`config.mk`:
```
export PLATFORM = sky130hd
export DESIGN_NAME = windowed_fifo_average_top
export DESIGN_NICKNAME = d
export VERILOG_FILES = /design/src/rtl/core/wfa_pkg.sv /design/src/rtl/core/wfa_ram.sv /design/src/rtl/core/windowed_fifo_average_top.sv
export SDC_FILE = /design/constraint.sdc
export NUM_CORES = 1
export LEC_CHECK = 0
export ABC_AREA = 1
export BUFFER_PORTS_ARGS = -buffer_cell sky130_fd_sc_hd__buf_2
export CORE_AREA = 2 2 155 142
export DETAILED_ROUTE_END_ITERATION = 16
export DIE_AREA = 0 0 157 144
export PLACE_DENSITY = 0.88
export SLEW_MARGIN = 20
export SYNTH_ARGS = -nofsm -noshare
export SYNTH_HDL_FRONTEND = slang
export SYNTH_SLANG_ARGS = --single-unit
```
`constraint.sdc`:
```
create_clock -name clk -period 3.5 [get_ports clk]
set_input_delay 0.525 -clock clk [delete_from_list [all_inputs] [get_ports clk]]
set_output_delay 0.525 -clock clk [all_outputs]
set_load 0.01 [all_outputs]
```
`src/rtl/core/wfa_pkg.sv`:
```
// ----------------------------------------------------------------------------
// wfa_pkg - shared constants and types for the windowed average
// Field widths, stream word layout and the result record.
// ----------------------------------------------------------------------------
`default_nettype none

package wfa_pkg;

    localparam int SAMPLE_W    = 16;   // sample, evicted value and mean
    localparam int COUNT_OUT_W = 3;    // held_count field
    localparam int STEP_W      = 4;    // divider step counter, SAMPLE_W steps
    localparam int IN_TDATA_W  = 16;
    localparam int OUT_TDATA_W = 40;   // 35 field bits padded to bytes
    localparam int OUT_PAD_W   = OUT_TDATA_W - 2 * SAMPLE_W - COUNT_OUT_W;

    typedef struct packed {
        logic                   ev_flag;
        logic [SAMPLE_W-1:0]    ev_value;
        logic [SAMPLE_W-1:0]    mean;
        logic [COUNT_OUT_W-1:0] count;
    } wfa_result_t;

endpackage

`default_nettype wire

```
`src/rtl/core/wfa_ram.sv`:
```
// ----------------------------------------------------------------------------
// wfa_ram - generic single-write, single-read RAM
// One write port, one read port, read data registered.
// ----------------------------------------------------------------------------
`default_nettype none

module wfa_ram #(
    parameter int WIDTH = 16,
    parameter int DEPTH = 5
) (
    input  wire logic                                  clk,
    input  wire logic                                  wr_en,
    input  wire logic [((DEPTH > 1) ? $clog2(DEPTH) : 1)-1:0] wr_addr,
    input  wire logic [WIDTH-1:0]                      wr_data,
    input  wire logic                                  rd_en,
    input  wire logic [((DEPTH > 1) ? $clog2(DEPTH) : 1)-1:0] rd_addr,
    output logic      [WIDTH-1:0]                      rd_data
);

    logic [WIDTH-1:0] mem [DEPTH];

    always_ff @(posedge clk)
    begin
        if (wr_en)
        begin
            mem[wr_addr] <= wr_data;
        end
        if (rd_en)
        begin
            rd_data <= mem[rd_addr];
        end
    end

endmodule

`default_nettype wire

```
`src/rtl/core/windowed_fifo_average_top.sv`:
```
// ----------------------------------------------------------------------------
// windowed_fifo_average_top - moving average over the last WINDOW samples
// Sample store in RAM, running sum, bit-serial rounding divider.
// ----------------------------------------------------------------------------
// Usage
//   Input stream s_*: one 16-bit unsigned sample per word in s_tdata.
//   Output stream m_*: one word per sample. m_tuser is the evicted flag;
//   m_tdata carries evicted value, rounded mean and held count.
//   Each sample is appended to a window of at most WINDOW values; once the
//   window is full the oldest value is dropped and reported with the word.
//   The mean is (2*sum + count) / (2*count), i.e. round half up.
// Timing
//   A sample's oldest slot is read at the accepting edge; the sequencer then
//   updates the sum, sets up the divide, runs the restoring divider (one
//   quotient bit per cycle) and hands the result over to the output register.
//   s_tready is high only while the sequencer is idle, so a new sample is
//   taken only once the previous one has been handed over.
// Reset and stalls
//   rst_n clears the sequencer, count, oldest slot, sum and the output valid;
//   the RAM is not cleared, stale entries are never used. If m_tready is held
//   low the finished word waits in the output register and the next sample
//   is still taken and worked on; it then waits until that register is free.
// ----------------------------------------------------------------------------
`default_nettype none

module windowed_fifo_average_top
    import wfa_pkg::*;
#(
    parameter int WINDOW = 5
) (
    input  wire logic                   clk,
    input  wire logic                   rst_n,
    input  wire logic                   s_tvalid,
    output logic                        s_tready,
    input  wire logic [IN_TDATA_W-1:0]  s_tdata,   // [15:0] sample_value
    output logic                        m_tvalid,
    input  wire logic                   m_tready,
    output logic [OUT_TDATA_W-1:0]      m_tdata,   // [15:0] evicted_value,
                                                   // [31:16] window_mean,
                                                   // [34:32] held_count, pad
    output logic                        m_tuser    // [0] evicted_valid
);

    localparam int CW  = $clog2(WINDOW + 1);               // fill count
    localparam int SLW = (WINDOW > 1) ? $clog2(WINDOW) : 1; // slot index
    localparam int AW  = CW + 1;                           // slot arithmetic
    localparam int SW  = SAMPLE_W + CW;                    // running sum
    localparam int NW  = SW + 1;                           // dividend
    localparam int DW  = CW + 1;                           // divisor
    localparam int RW  = CW + 2;                           // partial remainder

    // sequencer codes
    localparam logic [2:0] S_IDLE = 3'd0;
    localparam logic [2:0] S_LOAD = 3'd1;
    localparam logic [2:0] S_PREP = 3'd2;
    localparam logic [2:0] S_DIV  = 3'd3;
    localparam logic [2:0] S_DONE = 3'd4;

    logic [2:0]          state_reg,   state_next;
    logic [CW-1:0]       count_reg,   count_next;
    logic [SLW-1:0]      oldest_reg,  oldest_next;
    logic [SW-1:0]       sum_reg,     sum_next;
    logic [SLW-1:0]      slot_reg,    slot_next;
    logic                evict_reg,   evict_next;
    logic [SAMPLE_W-1:0] sample_reg,  sample_next;
    logic [SAMPLE_W-1:0] ev_val_reg,  ev_val_next;
    logic [DW-1:0]       den_reg,     den_next;
    logic [RW-1:0]       rem_reg,     rem_next;
    logic [SAMPLE_W-1:0] quo_reg,     quo_next;
    logic [STEP_W-1:0]   step_reg,    step_next;
    logic                m_valid_reg, m_valid_next;
    wfa_result_t         out_reg,     out_next;

    logic                accept;
    logic                full;
    logic [AW-1:0]       fill_pos;
    logic [AW-1:0]       adv_pos;
    logic [SAMPLE_W-1:0] ram_rd_data;
    logic [NW-1:0]       dividend;
    logic [RW-1:0]       trial;
    logic                trial_ge;
    logic                out_free;

    assign s_tready = (state_reg == S_IDLE);
    assign accept   = s_tvalid && s_tready;
    assign full     = (count_reg == CW'(WINDOW));
    assign out_free = !m_valid_reg || m_tready;

    // slot positions, wrapping at WINDOW
    assign fill_pos = AW'(oldest_reg) + AW'(count_reg);
    assign adv_pos  = AW'(oldest_reg) + AW'(1);

    assign dividend = {sum_reg, 1'b0} + NW'(count_reg);
    assign trial    = {rem_reg[RW-2:0], quo_reg[SAMPLE_W-1]};
    assign trial_ge = (trial >= RW'(den_reg));

    wfa_ram #(
        .WIDTH (SAMPLE_W),
        .DEPTH (WINDOW)
    ) u_store (
        .clk     (clk),
        .wr_en   (state_reg == S_LOAD),
        .wr_addr (slot_reg),
        .wr_data (sample_reg),
        .rd_en   (accept),
        .rd_addr (oldest_reg),
        .rd_data (ram_rd_data)
    );

    always_comb
    begin
        state_next   = state_reg;
        count_next   = count_reg;
        oldest_next  = oldest_reg;
        sum_next     = sum_reg;
        slot_next    = slot_reg;
        evict_next   = evict_reg;
        sample_next  = sample_reg;
        ev_val_next  = ev_val_reg;
        den_next     = den_reg;
        rem_next     = rem_reg;
        quo_next     = quo_reg;
        step_next    = step_reg;
        m_valid_next = m_valid_reg;
        out_next     = out_reg;

        if (m_valid_reg && m_tready)
        begin
            m_valid_next = 1'b0;
        end

        unique case (state_reg)
            S_IDLE:
            begin
                if (accept)
                begin
                    sample_next = s_tdata[SAMPLE_W-1:0];
                    evict_next  = full;
                    if (full)
                    begin
                        slot_next = oldest_reg;
                    end
                    else if (fill_pos >= AW'(WINDOW))
                    begin
                        slot_next = SLW'(fill_pos - AW'(WINDOW));
                    end
                    else
                    begin
                        slot_next = SLW'(fill_pos);
                    end
                    state_next = S_LOAD;
                end
            end
            S_LOAD:
            begin
                // oldest value is on the RAM read port now
                if (evict_reg)
                begin
                    ev_val_next = ram_rd_data;
                    sum_next    = sum_reg - SW'(ram_rd_data) + SW'(sample_reg);
                    oldest_next = (adv_pos >= AW'(WINDOW)) ? '0 : SLW'(adv_pos);
                end
                else
                begin
                    ev_val_next = '0;
                    sum_next    = sum_reg + SW'(sample_reg);
                    count_next  = count_reg + CW'(1);
                end
                state_next = S_PREP;
            end
            S_PREP:
            begin
                // top bits of the dividend are below the divisor: quotient fits
                den_next   = {count_reg, 1'b0};
                rem_next   = RW'(dividend[NW-1:SAMPLE_W]);
                quo_next   = dividend[SAMPLE_W-1:0];
                step_next  = '0;
                state_next = S_DIV;
            end
            S_DIV:
            begin
                rem_next  = trial_ge ? (trial - RW'(den_reg)) : trial;
                quo_next  = {quo_reg[SAMPLE_W-2:0], trial_ge};
                step_next = step_reg + STEP_W'(1);
                if (step_reg == STEP_W'(SAMPLE_W - 1))
                begin
                    state_next = S_DONE;
                end
            end
            S_DONE:
            begin
                if (out_free)
                begin
                    out_next.ev_flag  = evict_reg;
                    out_next.ev_value = ev_val_reg;
                    out_next.mean     = quo_reg;
                    out_next.count    = COUNT_OUT_W'(count_reg);
                    m_valid_next      = 1'b1;
                    state_next        = S_IDLE;
                end
            end
            default:
            begin
                state_next = S_IDLE;
            end
        endcase
    end

    always_ff @(posedge clk or negedge rst_n)
    begin
        if (!rst_n)
        begin
            state_reg   <= S_IDLE;
            count_reg   <= '0;
            oldest_reg  <= '0;
            sum_reg     <= '0;
            m_valid_reg <= 1'b0;
        end
        else
        begin
            state_reg   <= state_next;
            count_reg   <= count_next;
            oldest_reg  <= oldest_next;
            sum_reg     <= sum_next;
            m_valid_reg <= m_valid_next;
        end
    end

    always_ff @(posedge clk)
    begin
        slot_reg   <= slot_next;
        evict_reg  <= evict_next;
        sample_reg <= sample_next;
        ev_val_reg <= ev_val_next;
        den_reg    <= den_next;
        rem_reg    <= rem_next;
        quo_reg    <= quo_next;
        step_reg   <= step_next;
        out_reg    <= out_next;
    end

    assign m_tvalid = m_valid_reg;
    assign m_tuser  = out_reg.ev_flag;
    assign m_tdata  = {{OUT_PAD_W{1'b0}}, out_reg.count, out_reg.mean, out_reg.ev_value};

    // checks
    a_count_bound: assert property (@(posedge clk) disable iff (!rst_n)
        count_reg <= CW'(WINDOW))
        else $error("fill count beyond window");

    a_oldest_bound: assert property (@(posedge clk) disable iff (!rst_n)
        oldest_reg < SLW'(WINDOW) || WINDOW == (1 << SLW))
        else $error("oldest slot out of range");

    a_accept_load: assert property (@(posedge clk) disable iff (!rst_n)
        accept |=> state_reg == S_LOAD)
        else $error("accepted word did not start a RAM read cycle");

    a_div_rem: assert property (@(posedge clk) disable iff (!rst_n)
        state_reg == S_DONE |-> rem_reg < RW'(den_reg))
        else $error("divider remainder not below divisor");

    a_evict_full: assert property (@(posedge clk) disable iff (!rst_n)
        state_reg == S_PREP && evict_reg |-> count_reg == CW'(WINDOW))
        else $error("eviction with window not full");

endmodule

`default_nettype wire

```
==> results.md <==
* Status: finished clean
* Final nets at 1355
* Worst slack, placed at 0.688 ns
* Switching pwr at 0.00589 W
* Setup Fix Bufs, Post-CTS at 0
* Number of global-route vias before repair at 8236
* Synth Warn # at 0
* Synth top area share at 50.4%
* Hold buffer count at cts at 0
* Core area at 21100 sq um
* Power Dens Cells at 1030 nW/um^2
* R2r endpoint: sum_reg[12]
* Sequential share of power at 33.0%
* Synth Instances at 1191
* Commonest non-fill, non-tap cells in the layout: nand2_1 (261), edfxtp_1 (195), inv_1 (162), nor2_1 (141), o21ai_0 (78)
* Antenna violations before repair at 0
* Commonest non-fill, non-tap cell in the layout: nand2_1
* Vias at 8517
* Cell Int Power at 0.00768 W
* Required time of the worst setup path at 3.92 ns
* Cts bufs inserted at 24
* First-pass GRT wire length at 42300 microns
* Top post-synthesis cells by area: edfxtp_1 (50%), nand2_1 (8.4%), dfrtp_1 (6.2%)
* Post-synthesis register bit count at 224
* Initial core utilization at 55.0%
* Final Setup Violations at 0
* Die width at 157 microns
* Crit path from: sample_reg[1]
* Leak at 5.73 nW
* Endpoints failing hold at 0
* Port Buffers at 57
* Fmax at 350 MHz
* Least-Margin Pin Slew at 0.767 ns
* # H-tree levels at 1
* Synthesized area per cell at 9.76 sq um
* Mapped cell area at 11600 sq um
* Post-cts sizing count at 0
* Yosys cell types at 38
* Comb pwr share at 47.0%
* Proportion of layout cells with a drive suffix above 1 at 10.8%
* Clock transition at the registers of the reported paths at 0.06 ns
* Clk pwr share at 20.0%
* Critical R2R Launch: sample_reg[1]
* CP Capture Type: flip-flop
* Sequential area share after synthesis at 56.6%
* Pre-Repair DR Iteration Count at 5
* Placed Cells at 1528
* I/O pins at 63
* Critical path class: reg2reg
* Root Buffer: clkbuf_16
* Worst Reg-to-Reg Cells at 16
* Max Cap Violations at 0
* TritonCTS Sinks at 224
* Post-Route WL at 26500 microns
* Peak supply drop at 0.562 mV
* Total negative slack at 0 ns
* ANT cells at 0
* DRT iter0 DRCs at 743
* Die height at 144 microns
* Final non-filler cell total at 1573
* Final worst slack at 0.646 ns
* Fin crit period at 2.85 ns
* Min-Delay Path Class: in2async
* Area leader, netlist: edfxtp_1
* DRC at 0
* Clk_lat worst skew at 0.54 ns
* Sw Share at 43.4%
* Slew Viols, Final at 0
* Full die area at 22600 sq um
* Row cnt at 51
* Largest net degree at the start of global routing at 40
* Critical Path Start Type: flip-flop
* Vias per cell at 5.41
* Critical Path End: sum_reg[12]
* TritonCTS clock tree: built
* Area grow syn2layout at 13.5%
* Detail Route Antenna Nets at 0
* RSZ-0062 raised after global routing: false
* Gpl congestion at 0.969
* Critical path data arrival time at 3.27 ns
* Final Skew at 0.0142 ns
* Max_slew headroom at 48.7%
* R2R Setup Slk at 0.65 ns
* Period Utilization, post-route at 81.5%
* Clock buffer depth at 3
* Gr usage total at 24.3%
* Drt wl/cell at 16.8 microns
* Post-DP HPWL at 18800 microns
* CP max FO at 8
* Flip-flop count of the largest register after layout at 80
* Global route total overflow at 0
metrics by stage:
stage	cell area [sq um]	util [%]	hold WS, ns	power, W
5_1_grt	13200	62.4	0.109	0.0147
3_3_place_gp	12300	58.2	0.402	0.0105
3_5_place_dp	12300	58.2	0.408	0.0107
2_1_floorplan	11600	-	0.229	0.00897
4_1_cts	13200	62.3	0.0732	0.0135
6_report	13200	62.4	0.0567	0.0136
critical path, stage by stage (launching register included):
cell and delay, ns:
edfxtp_1 0.55, inv_1 0.11, fa_1 0.51, inv_1 0.07
fa_1 0.49, nand2_1 0.13, nand3_1 0.11, nand3_1 0.09
nand2_1 0.12, nand2_1 0.09, nand2_1 0.09, nor2_1 0.10
nor2_1 0.04, nand2_1 0.08, nand2_1 0.04, nand2_1 0.05
nand2_1 0.05
power groups by stage:
stage / clock network [W] / registers [W] / logic, W
6_report: 0.00272 / 0.00448 / 0.00637
5_1_grt: 0.00284 / 0.00455 / 0.00726
4_1_cts: 0.00276 / 0.00446 / 0.00629
3_5_place_dp: 0 / 0.00451 / 0.00623
3_3_place_gp: 0 / 0.00448 / 0.00605
2_1_floorplan: 0 / 0.00433 / 0.00464
routing by layer:
metal  GRT usage, %  share of wire [%]  up-vias
li1               -                  -     4114
met1           34.1                 43     4029
met2           40.2                 47      330
met3           3.57                8.1       44
met4           6.42                1.9        0
met5              0                  0        -
cell usage after synthesis, drive strengths merged:
library cell / n
o211ai: 4
nor3: 12
dfrtp: 29
nor3b: 1
o21ai: 86
a21oi: 44
a31oi: 23
edfxtp: 195
ha: 51
and2: 3
buf: 10
clkbuf: 20
inv: 168
nand4: 3
or2: 2
nand2: 264
clkinv: 2
a221oi: 1
xnor2: 5
o31ai: 2
o22ai: 1
nand3b: 6
nor4: 9
xor2: 19
fa: 20
nand3: 61
conb: 1
a31o: 1
nor2: 148
how the worst min path moves through the flow:
stage / cells after the start / from / end / slack, ns
finish: 1 / rst_n / oldest_reg[0] / 0.06
global route: 1 / rst_n / oldest_reg[0] / 0.11
CTS: 1 / rst_n / sum_reg[8] / 0.07
detailed placement: 0 / ev_val_reg[0] / m_tdata[0] / 0.41
global placement: 0 / ev_val_reg[5] / m_tdata[5] / 0.40
floorplan: 0 / rst_n / count_reg[0] / 0.23
cells by family after synthesis:
family / Yosys count / share of synthesized area [%]
and+or+nand+nor: 509 / 18.4
adders and majority gates: 71 / 8.94
AOI/OAI and AO/OA: 162 / 7.48
DFF: 224 / 56.6
xor gates and xnor gates: 24 / 1.81
buffers and inverters: 200 / 6.72
other: 1 / 0.0323
layout make-up:
cell class,instances,area (sq um)
timing repair buffer,73,418
fill,1687,7940
tap,291,364
sequential,224,6580
inverter,170,638
clock buffer,26,608
clock inverter,18,250
multi-input combinational,771,4320
No activity file was read; power rests on OpenSTA's default activity.
